<file path="src/hdl/spfc_pkg.sv">
// Shared types and constants for the sensor packet framer and reply checker.
// Used by spfc_front, spfc_queue, spfc_back and the top level; no dependencies.
package spfc_pkg;

    localparam int unsigned MAX_PAYLOAD = 20;

    localparam logic [1:0] KIND_BEGIN   = 2'd0;
    localparam logic [1:0] KIND_PAYLOAD = 2'd1;
    localparam logic [1:0] KIND_RX      = 2'd2;

    localparam logic [1:0] OUT_TX     = 2'd0;
    localparam logic [1:0] OUT_BODY   = 2'd1;
    localparam logic [1:0] OUT_STATUS = 2'd2;

    localparam logic [2:0] ST_OK        = 3'd0;
    localparam logic [2:0] ST_DEV_ERR   = 3'd1;
    localparam logic [2:0] ST_BAD_HDR   = 3'd2;
    localparam logic [2:0] ST_BAD_LEN   = 3'd3;
    localparam logic [2:0] ST_BAD_CHECK = 3'd4;

    localparam logic [7:0] START_HI  = 8'hef;
    localparam logic [7:0] START_LO  = 8'h01;
    localparam logic [7:0] ADDR_BYTE = 8'hff;
    localparam logic [7:0] PID_CMD   = 8'h01;
    localparam logic [7:0] PID_ACK   = 8'h07;

    localparam logic [6:0] MAX_BODY_RESET = 7'd32;

    // Transmit steps: start bytes, address bytes, packet id, length, data, then the two checksum bytes.
    localparam logic [3:0] STEP_FIRST      = 4'd0;
    localparam logic [3:0] STEP_START_LO   = 4'd1;
    localparam logic [3:0] STEP_ADDR_FIRST = 4'd2;
    localparam logic [3:0] STEP_ADDR_LAST  = 4'd5;
    localparam logic [3:0] STEP_PID        = 4'd6;
    localparam logic [3:0] STEP_LEN_HI     = 4'd7;
    localparam logic [3:0] STEP_LEN_LO     = 4'd8;
    localparam logic [3:0] STEP_DATA       = 4'd9;
    localparam logic [3:0] STEP_SUM_HI     = 4'd10;
    localparam logic [3:0] STEP_SUM_LO     = 4'd11;

    typedef enum logic [1:0] {
        OP_TX     = 2'd0,
        OP_BODY   = 2'd1,
        OP_STATUS = 2'd2
    } job_op_t;

    typedef struct packed {
        job_op_t     op;
        logic [3:0]  start;
        logic [7:0]  data;
        logic [7:0]  len;
        logic [15:0] sum;
        logic        add_sum;
        logic [2:0]  status;
        logic [6:0]  blen;
    } job_t;

    typedef enum logic [9:0] {
        RX_IDLE = 10'b00_0000_0001,
        RX_S0   = 10'b00_0000_0010,
        RX_S1   = 10'b00_0000_0100,
        RX_ADDR = 10'b00_0000_1000,
        RX_PID  = 10'b00_0001_0000,
        RX_LENH = 10'b00_0010_0000,
        RX_LENL = 10'b00_0100_0000,
        RX_BODY = 10'b00_1000_0000,
        RX_CHKH = 10'b01_0000_0000,
        RX_CHKL = 10'b10_0000_0000
    } rx_state_t;

    function automatic logic [7:0] tx_byte(input logic [3:0] step, input job_t job);
        logic [7:0] b;
        b = 8'h00;
        unique case (step) inside
            STEP_FIRST:                       b = START_HI;
            STEP_START_LO:                    b = START_LO;
            [STEP_ADDR_FIRST:STEP_ADDR_LAST]: b = ADDR_BYTE;
            STEP_PID:                         b = PID_CMD;
            STEP_LEN_HI:                      b = 8'h00;
            STEP_LEN_LO:                      b = job.len;
            STEP_DATA:                        b = job.data;
            STEP_SUM_HI:                      b = job.sum[15:8];
            STEP_SUM_LO:                      b = job.sum[7:0];
            default:                          b = 8'h00;
        endcase
        return b;
    endfunction

endpackage

</file>
<file path="src/hdl/spfc_front.sv">
// Front end: accepts input transactions, keeps transmit and receive state,
// and turns each transaction into at most one job. Depends on spfc_pkg.
module spfc_front
(
    input  logic                clk,
    input  logic                rst_n,
    input  logic                cfg_we,
    input  logic [6:0]          cfg_wdata,
    input  logic                accept,
    input  logic [1:0]          in_kind,
    input  logic [7:0]          in_value,
    input  logic [4:0]          in_count,
    output logic                push,
    output spfc_pkg::job_t      push_job
);

    logic [6:0]          max_body_len_reg;
    logic [4:0]          tx_rem_reg, tx_rem_next;
    logic [15:0]         tx_sum_reg, tx_sum_next;
    spfc_pkg::rx_state_t rx_state_reg, rx_state_next;
    logic [6:0]          rx_index_reg, rx_index_next;
    logic [7:0]          rx_len_hi_reg, rx_len_hi_next;
    logic [6:0]          rx_body_reg, rx_body_next;
    logic [15:0]         rx_sum_reg, rx_sum_next;
    logic                rx_confirm_reg, rx_confirm_next;
    logic [7:0]          rx_check_hi_reg, rx_check_hi_next;

    logic [7:0]  tx_len;
    logic [15:0] rx_len16;
    logic [15:0] rx_body16;
    logic [6:0]  rx_index_inc;
    logic [15:0] rx_sum_add;
    logic [15:0] tx_sum_add;

    assign tx_len       = 8'(in_count) + 8'd3;
    assign rx_len16     = {rx_len_hi_reg, in_value};
    assign rx_body16    = rx_len16 - 16'd2;
    assign rx_index_inc = rx_index_reg + 7'd1;
    assign rx_sum_add   = rx_sum_reg + 16'(in_value);
    assign tx_sum_add   = tx_sum_reg + 16'(in_value);

    always_comb
    begin
        tx_rem_next      = tx_rem_reg;
        tx_sum_next      = tx_sum_reg;
        rx_state_next    = rx_state_reg;
        rx_index_next    = rx_index_reg;
        rx_len_hi_next   = rx_len_hi_reg;
        rx_body_next     = rx_body_reg;
        rx_sum_next      = rx_sum_reg;
        rx_confirm_next  = rx_confirm_reg;
        rx_check_hi_next = rx_check_hi_reg;
        push             = 1'b0;
        push_job         = '0;
        push_job.op      = spfc_pkg::OP_TX;

        if (accept)
        begin
            unique case (in_kind)
                spfc_pkg::KIND_BEGIN:
                begin
                    tx_rem_next = '0;
                    if (6'(in_count) <= 6'(spfc_pkg::MAX_PAYLOAD))
                    begin
                        tx_sum_next      = 16'd1 + 16'(tx_len) + 16'(in_value);
                        tx_rem_next      = in_count;
                        push             = 1'b1;
                        push_job.op      = spfc_pkg::OP_TX;
                        push_job.start   = spfc_pkg::STEP_FIRST;
                        push_job.data    = in_value;
                        push_job.len     = tx_len;
                        push_job.sum     = tx_sum_next;
                        push_job.add_sum = (in_count == 5'd0);
                        rx_state_next    = spfc_pkg::RX_S0;
                        rx_index_next    = '0;
                        rx_len_hi_next   = '0;
                        rx_body_next     = '0;
                        rx_sum_next      = '0;
                        rx_confirm_next  = 1'b0;
                        rx_check_hi_next = '0;
                    end
                end
                spfc_pkg::KIND_PAYLOAD:
                begin
                    if (tx_rem_reg != 5'd0)
                    begin
                        tx_sum_next      = tx_sum_add;
                        tx_rem_next      = tx_rem_reg - 5'd1;
                        push             = 1'b1;
                        push_job.op      = spfc_pkg::OP_TX;
                        push_job.start   = spfc_pkg::STEP_DATA;
                        push_job.data    = in_value;
                        push_job.sum     = tx_sum_add;
                        push_job.add_sum = (tx_rem_reg == 5'd1);
                    end
                end
                spfc_pkg::KIND_RX:
                begin
                    unique case (rx_state_reg)
                        spfc_pkg::RX_S0:
                        begin
                            if (in_value != spfc_pkg::START_HI)
                            begin
                                rx_state_next   = spfc_pkg::RX_IDLE;
                                push            = 1'b1;
                                push_job.op     = spfc_pkg::OP_STATUS;
                                push_job.status = spfc_pkg::ST_BAD_HDR;
                            end
                            else
                            begin
                                rx_state_next = spfc_pkg::RX_S1;
                            end
                        end
                        spfc_pkg::RX_S1:
                        begin
                            if (in_value != spfc_pkg::START_LO)
                            begin
                                rx_state_next   = spfc_pkg::RX_IDLE;
                                push            = 1'b1;
                                push_job.op     = spfc_pkg::OP_STATUS;
                                push_job.status = spfc_pkg::ST_BAD_HDR;
                            end
                            else
                            begin
                                rx_state_next = spfc_pkg::RX_ADDR;
                                rx_index_next = '0;
                            end
                        end
                        spfc_pkg::RX_ADDR:
                        begin
                            rx_index_next = rx_index_inc;
                            if (rx_index_inc >= 7'd4)
                            begin
                                rx_state_next = spfc_pkg::RX_PID;
                            end
                        end
                        spfc_pkg::RX_PID:
                        begin
                            if (in_value != spfc_pkg::PID_ACK)
                            begin
                                rx_state_next   = spfc_pkg::RX_IDLE;
                                push            = 1'b1;
                                push_job.op     = spfc_pkg::OP_STATUS;
                                push_job.status = spfc_pkg::ST_BAD_HDR;
                            end
                            else
                            begin
                                rx_sum_next   = 16'(in_value);
                                rx_state_next = spfc_pkg::RX_LENH;
                            end
                        end
                        spfc_pkg::RX_LENH:
                        begin
                            rx_len_hi_next = in_value;
                            rx_sum_next    = rx_sum_add;
                            rx_state_next  = spfc_pkg::RX_LENL;
                        end
                        spfc_pkg::RX_LENL:
                        begin
                            rx_sum_next = rx_sum_add;
                            if ((rx_len16 < 16'd3) || (rx_body16 > 16'(max_body_len_reg)))
                            begin
                                rx_state_next   = spfc_pkg::RX_IDLE;
                                push            = 1'b1;
                                push_job.op     = spfc_pkg::OP_STATUS;
                                push_job.status = spfc_pkg::ST_BAD_LEN;
                            end
                            else
                            begin
                                rx_body_next  = rx_body16[6:0];
                                rx_index_next = '0;
                                rx_state_next = spfc_pkg::RX_BODY;
                            end
                        end
                        spfc_pkg::RX_BODY:
                        begin
                            if (rx_index_reg == 7'd0)
                            begin
                                rx_confirm_next = (in_value != 8'h00);
                            end
                            rx_sum_next   = rx_sum_add;
                            rx_index_next = rx_index_inc;
                            if (rx_index_inc >= rx_body_reg)
                            begin
                                rx_state_next = spfc_pkg::RX_CHKH;
                            end
                            push          = 1'b1;
                            push_job.op   = spfc_pkg::OP_BODY;
                            push_job.data = in_value;
                        end
                        spfc_pkg::RX_CHKH:
                        begin
                            rx_check_hi_next = in_value;
                            rx_state_next    = spfc_pkg::RX_CHKL;
                        end
                        spfc_pkg::RX_CHKL:
                        begin
                            rx_state_next = spfc_pkg::RX_IDLE;
                            push          = 1'b1;
                            push_job.op   = spfc_pkg::OP_STATUS;
                            push_job.blen = rx_body_reg;
                            if ({rx_check_hi_reg, in_value} != rx_sum_reg)
                            begin
                                push_job.status = spfc_pkg::ST_BAD_CHECK;
                            end
                            else if (rx_confirm_reg)
                            begin
                                push_job.status = spfc_pkg::ST_DEV_ERR;
                            end
                            else
                            begin
                                push_job.status = spfc_pkg::ST_OK;
                            end
                        end
                        default:
                        begin
                            rx_state_next = spfc_pkg::RX_IDLE;
                        end
                    endcase
                end
                default:
                begin
                end
            endcase
        end
    end

    always_ff @(posedge clk or negedge rst_n)
    begin
        if (!rst_n)
        begin
            max_body_len_reg <= spfc_pkg::MAX_BODY_RESET;
            tx_rem_reg       <= '0;
            tx_sum_reg       <= '0;
            rx_state_reg     <= spfc_pkg::RX_IDLE;
            rx_index_reg     <= '0;
            rx_len_hi_reg    <= '0;
            rx_body_reg      <= '0;
            rx_sum_reg       <= '0;
            rx_confirm_reg   <= 1'b0;
            rx_check_hi_reg  <= '0;
        end
        else
        begin
            if (cfg_we)
            begin
                max_body_len_reg <= cfg_wdata;
            end
            tx_rem_reg      <= tx_rem_next;
            tx_sum_reg      <= tx_sum_next;
            rx_state_reg    <= rx_state_next;
            rx_index_reg    <= rx_index_next;
            rx_len_hi_reg   <= rx_len_hi_next;
            rx_body_reg     <= rx_body_next;
            rx_sum_reg      <= rx_sum_next;
            rx_confirm_reg  <= rx_confirm_next;
            rx_check_hi_reg <= rx_check_hi_next;
        end
    end

endmodule

</file>
<file path="config.mk">
export PLATFORM = sky130hd
export DESIGN_NAME = spfc_front
export DESIGN_NICKNAME = d
export VERILOG_FILES = /design/src/hdl/spfc_pkg.sv /design/src/hdl/spfc_front.sv
export SDC_FILE = /design/constraint.sdc
export NUM_CORES = 1
export LEC_CHECK = 0
export BUFFER_PORTS_ARGS = -buffer_cell sky130_fd_sc_hd__clkbuf_2
export CORE_AREA = 2 2 91 129
export CTS_CLUSTER_DIAMETER = 30
export DETAILED_ROUTE_END_ITERATION = 12
export DIE_AREA = 0 0 93 131
export PLACE_DENSITY_LB_ADDON = 0.1
export SETUP_SLACK_MARGIN = 0.2
export SYNTH_ARGS = -nofsm -noshare
export SYNTH_HDL_FRONTEND = slang
export SYNTH_SLANG_ARGS = --single-unit
</file>
<file path="constraint.sdc">
create_clock -name clk -period 5.6 [get_ports clk]
set_input_delay 1.4 -clock clk [delete_from_list [all_inputs] [get_ports clk]]
set_output_delay 1.4 -clock clk [all_outputs]
set_load 0.01 [all_outputs]
</file>
### Word level (Yosys, flattened, before mapping)

Cells that the tools add are included.

| word-level totals | value |
|---|---|
| bits in registers | 85 |
| bits of input ports | 26 |
| output and inout port bits | 50 |
| word-level logic and storage cells | 143 |

| cells by class | value |
|---|---|
| $add $sub $neg | 8 |
| magnitude comparators | 5 |
| equality and inequality tests | 31 |
| multiplexer cells | 69 |
| reductions and logical operators | 20 |

Operators by type and width:

| kind | number |
|---|---|
| $pmux W16 S2 | 3 |
| $pmux W10 S8 | 1 |
| $mux W16 | 4 |
| $mux W49 | 1 |
| $mux W8 | 6 |
| $mux W7 | 6 |
| $mux W10 | 4 |
| $pmux W17 S2 | 1 |
| $mux W33 | 1 |
| $add A16 B8 Y16 | 2 |
| $pmux W8 S2 | 2 |
| $pmux W7 S2 | 2 |
| $pmux W8 S3 | 1 |
| $pmux W7 S3 | 1 |
| $pmux W10 S2 | 1 |
| $reduce_and A5 Y1 | 4 |
| $mux W17 | 1 |
| $gt A16 B7 Y1 | 1 |
| $lt A16 B2 Y1 const B | 1 |
| $mux W2 | 8 |
| $ne A16 B16 Y1 | 1 |
| $sub A16 B2 Y16 const B | 1 |
| $ne A3 B3 Y1 const B | 5 |
| $pmux W3 S5 | 1 |
| other kinds (52) | 74 |

### Depth between registers and ports, before layout

| logic depth | value |
|---|---|
| depth after elaboration | 7 |
| depth in mapped cells | 13 |
| depth with buffers taken out | 12 |

### Worst setup path before layout

Ideal clock, no wire load.

| path | value |
|---|---|
| path kind | in2out |
| from | in in_value[1] |
| to | out push |
| arrival time | 4.090 ns |
| data required time | 4.200 ns |
| path slack | 0.110 ns |
| cell stages on the path | 11 |
| buffers on the path | 0 |
| path through | inv_1 -> ha_1 -> or4b_2 -> nand2_1 -> ha_1 -> a21oi_1 -> nor2b_1 -> o32a_1 -> o31ai_4 -> a221oi_1 -> or2_2 |

| between the ends | value |
|---|---|
| longest elaborated chain between the ends | 7 |
| elaborated cells between the ends (all ways) | 14 |
| those cells by class | add/sub: 1; order compare: 2; eq/ne: 3; mux: 7; reduce/logical: 1 |

RTL lines:

| what | RTL line | text |
|---|---|---|
| start: declaration | spfc_front.sv:11 | `input logic [7:0] in_value,` |
| $sub A16 B2 Y16 | spfc_front.sv:37 | `assign rx_body16 = rx_len16 - 16'd2;` |
| $gt A16 B7 Y1 | spfc_front.sv:161 | `if ((rx_len16 < 16'd3) \|\| (rx_body16 > 16'(max_body_len_reg)))` |
| $logic_or A1 B1 Y1 | spfc_front.sv:161 |  |
| $mux W1 | spfc_front.sv:161 |  |
| $pmux W1 S5 (*) | spfc_front.sv:99 | `unique case (rx_state_reg)` |
| $pmux W1 S3 (*) | spfc_front.sv:59 | `unique case (in_kind)` |
| $mux W1 (*) | spfc_front.sv:57 | `if (accept)` |
| end: declaration | spfc_front.sv:13 | `output logic push,` |

Mark *: on every way between the ends. The rest lies on a longest branch, timed or not.

### Worst setup path after layout

| path | value |
|---|---|
| from | in in_value[2] |
| to | out push |

The elaborated chain is that of the path after synthesis.

==> impl_metrics.tcl <==
set metrics [dict create \
    clk-insertion-delay-late_ps 340 \
    grt_usage 0.294 \
    finalCritPeriodShare 0.943 \
    mappedNetlistArea_mm2 0.00650 \
    area_growth_pct 15.0 \
    cts_tree "yes" \
    path_clk_slew_ps 60 \
    p_per_area_mw_per_mm2 266 \
    postRouteAntennaNets 0 \
    crit_arrival_ps 3880 \
    crit_fanout 2 \
    drive_above_1_share 0.185 \
    ys_top_cells_by_area "dfrtp_1, ha_1, nand2_1, o21ai_0, xnor2_1" \
    postSynthAreaPerCell_um2 8.51 \
    clockRootBuffer "clkbuf_16" \
    slowest_stage "or3_4" \
    grt_max_degree 48 \
    drt_first_iter_violations 347 \
    grt_overflow 0 \
    holdCritPathClass "reg -> reg" \
    vias 5967 \
    p_leak_nw 3.51 \
    seq_area_mm2 0.00213 \
    vias_per_cell 6.02 \
    cp_common_cell "clkbuf_2" \
    fin_setup_tns_ps 0 \
    initial_utilization 0.588 \
    fillers 955 \
    fin_util 0.676 \
    postSynthRegisterBits 85 \
    crit_family "simple AND/OR/NAND/NOR gates" \
    place_hpwl_um 13400 \
    multi_input_area_mm2 0.00410 \
    first_global_vias 5853 \
    yosysSeqAreaShare 0.328 \
    ys.flop_type "dfrtp_1" \
    syn_inst 764 \
    io_pins 76 \
    startpoint_type "input port" \
    yosys.cell_count.top_type "dfrtp_1" \
    place_ws_ps 32.5 \
    place_congestion 0.973 \
    fp.dieW_um 93 \
    drc 0 \
    timing.final.ws_setup_ps 318 \
    clock-sinks 85 \
    period_needed_ps 5280 \
    ys_warn_count 0 \
    criticalPathCategory "in -> out" \
    ys_types 73 \
    antenna_found_initial 0 \
    wirelength_um 17700 \
    worst_slew_pin_slew_ps 1190 \
    clock.fmax_mhz 189 \
    synth_largest_area_cell "dfrtp_1" \
    finalHoldViolCount 0 \
    drv_slew 0 \
    cts_buffers 9 \
    skew_ps 6.42 \
    critical_path_buf_inv_count 3 \
    async_flop_share 1.00 \
    first_pass_iters 5 \
    htree_levels 3 \
    critPathMaxStageDelay_ps 400 \
    port_buffers 70 \
    synthTopCellsByCount "dfrtp_1, nand2_1, o21ai_0" \
    diodes 0 \
    slew_headroom 0.208 \
    grt_pass1_wl_um 28300 \
    synth_edf_count 0 \
    path_cells "clkbuf_2, buf_6, or3_4, nor3_4, xor2_1, ha_1, nor2b_1, o32a_1, o31ai_4, a221oi_2, or2_4, clkbuf_2" \
    num_rows 46 \
    status "finished, final reports clean" \
    setup_viol 0 \
    cts_buffer_depth 2 \
    critPathCaptureType "output pin" \
    cp.required_ps 4200 \
    rsz0062_at_grt "false" \
    synth_top_cell_area_share 0.320 \
    coreArea_mm2 0.0111 \
    max-vdd-ir-drop_v 0.000261 \
    maxCapViolCount 0 \
    fin_nets 915 \
    chipHeight_um 131 \
    die-area_mm2 0.0122 \
    hold_buffers 0 \
    wl_per_cell_um 17.8 \
]
placed cells by master (no fill, tap or decap), drive strengths merged, types with 3 or more instances in the layout:
cell type and n:
dfrtp 83, clkbuf 80, nand2 78, o21ai 54
nor2 53, inv 49, ha 44, a21oi 38
buf 32, xnor2 28, nor3 25, xor2 20
o31ai 19, nand3 18, and2 17, a21o 15
a31oi 14, mux2i 14, nor2b 12, nand4 12
and3 10, a22o 10, or2 10, nand2b 9
nor4 9, o21a 7, o21bai 5, a22oi 5
nor3b 5, a31o 5, mux2 5, conb 5
or3 5, nand4b 3, and4b 3, o211ai 3
a311oi 3, fa 3, or4 3
timing repair:
action / CTS / global route
hold endpoints to repair: 0 / 0
resized for setup: 7 / 7
endpoints found under the setup margin: 3 / 6
setup buffers: 4 / 0
pin swaps: 8 / 6
cell families (layout without fill, tap and decap cells):
group,after synthesis,count (layout),synth area share
AO/OA/AOI/OAI,198,198,0.204
XOR/XNOR,48,48,0.0647
adder cells (fa/ha/maj),47,47,0.0939
buffers and inverters,86,165,0.0549
flip-flops,85,85,0.328
multiplexers,19,19,0.0302
other,1,5,0.000577
AND/OR/NAND/NOR,280,280,0.224
worst register-to-register path, delay by kind of cell, from the launching register on:
kind                     cells  cell delay (ps)
adder cells (fa/ha/maj)      2              690
XOR/XNOR                     1              330
AO/OA/AOI/OAI                2              680
flip-flops                   1              440
AND/OR/NAND/NOR              6              840
routing by layer:
| layer | wire [µm] | up-vias | GRT usage | part of all wire |
|---|---|---|---|---|
| met5 | 0 | - | 0 | 0 |
| met4 | 533 | 0 | 0.116 | 0.030 |
| met3 | 649 | 42 | 0.0378 | 0.037 |
| met2 | 9180 | 148 | 0.521 | 0.52 |
| met1 | 7300 | 2890 | 0.364 | 0.41 |
| li1 | - | 2887 | - | - |
final cells by class:
cell class / count / area share
clock inverter: 5 / 0.00837
inverter: 48 / 0.0241
timing repair buffer: 101 / 0.0789
sequential: 85 / 0.285
multi-input combinational: 597 / 0.548
clock buffer: 11 / 0.0311
tap: 144 / 0.0241
power breakdown:
part	switching, mW	internal [mW]	total, mW
clock	0.259	0.349	0.607
combinational	0.363	0.274	0.637
sequential	0.0599	0.682	0.742
stage by stage:
step                      total power, mW  hold WS, ps  cell area [µm²]  cells
final                                1.99          487             7470    991
after global routing                 2.10          512             7470    991
after CTS                            1.98          493             7440    991
after detailed placement             1.36          479             7090    971
after global placement               1.34          466             7090    971
after floorplan                      1.19          453             6520    768
worst paths after layout:
path                                              from                          end  slack (ps)  cells past startpoint
max                                        in_value[2]                         push         320                     12
max in group asynchronous                        rst_n    tx_sum_reg[5]$_DFFE_PN0P_        3540                      2
max reg2reg                rx_index_reg[0]$_DFFE_PN0P_  rx_state_reg[7]$_DFFE_PN0P_        2520                     11
min                          rx_sum_reg[6]$_DFFE_PN0P_    rx_sum_reg[6]$_DFFE_PN0P_         490                      2
min reg2reg                  rx_sum_reg[6]$_DFFE_PN0P_    rx_sum_reg[6]$_DFFE_PN0P_         490                      2
min in group asynchronous                        rst_n  rx_index_reg[0]$_DFFE_PN0P_        1040                      1
Power figures use the tool's default switching activity.
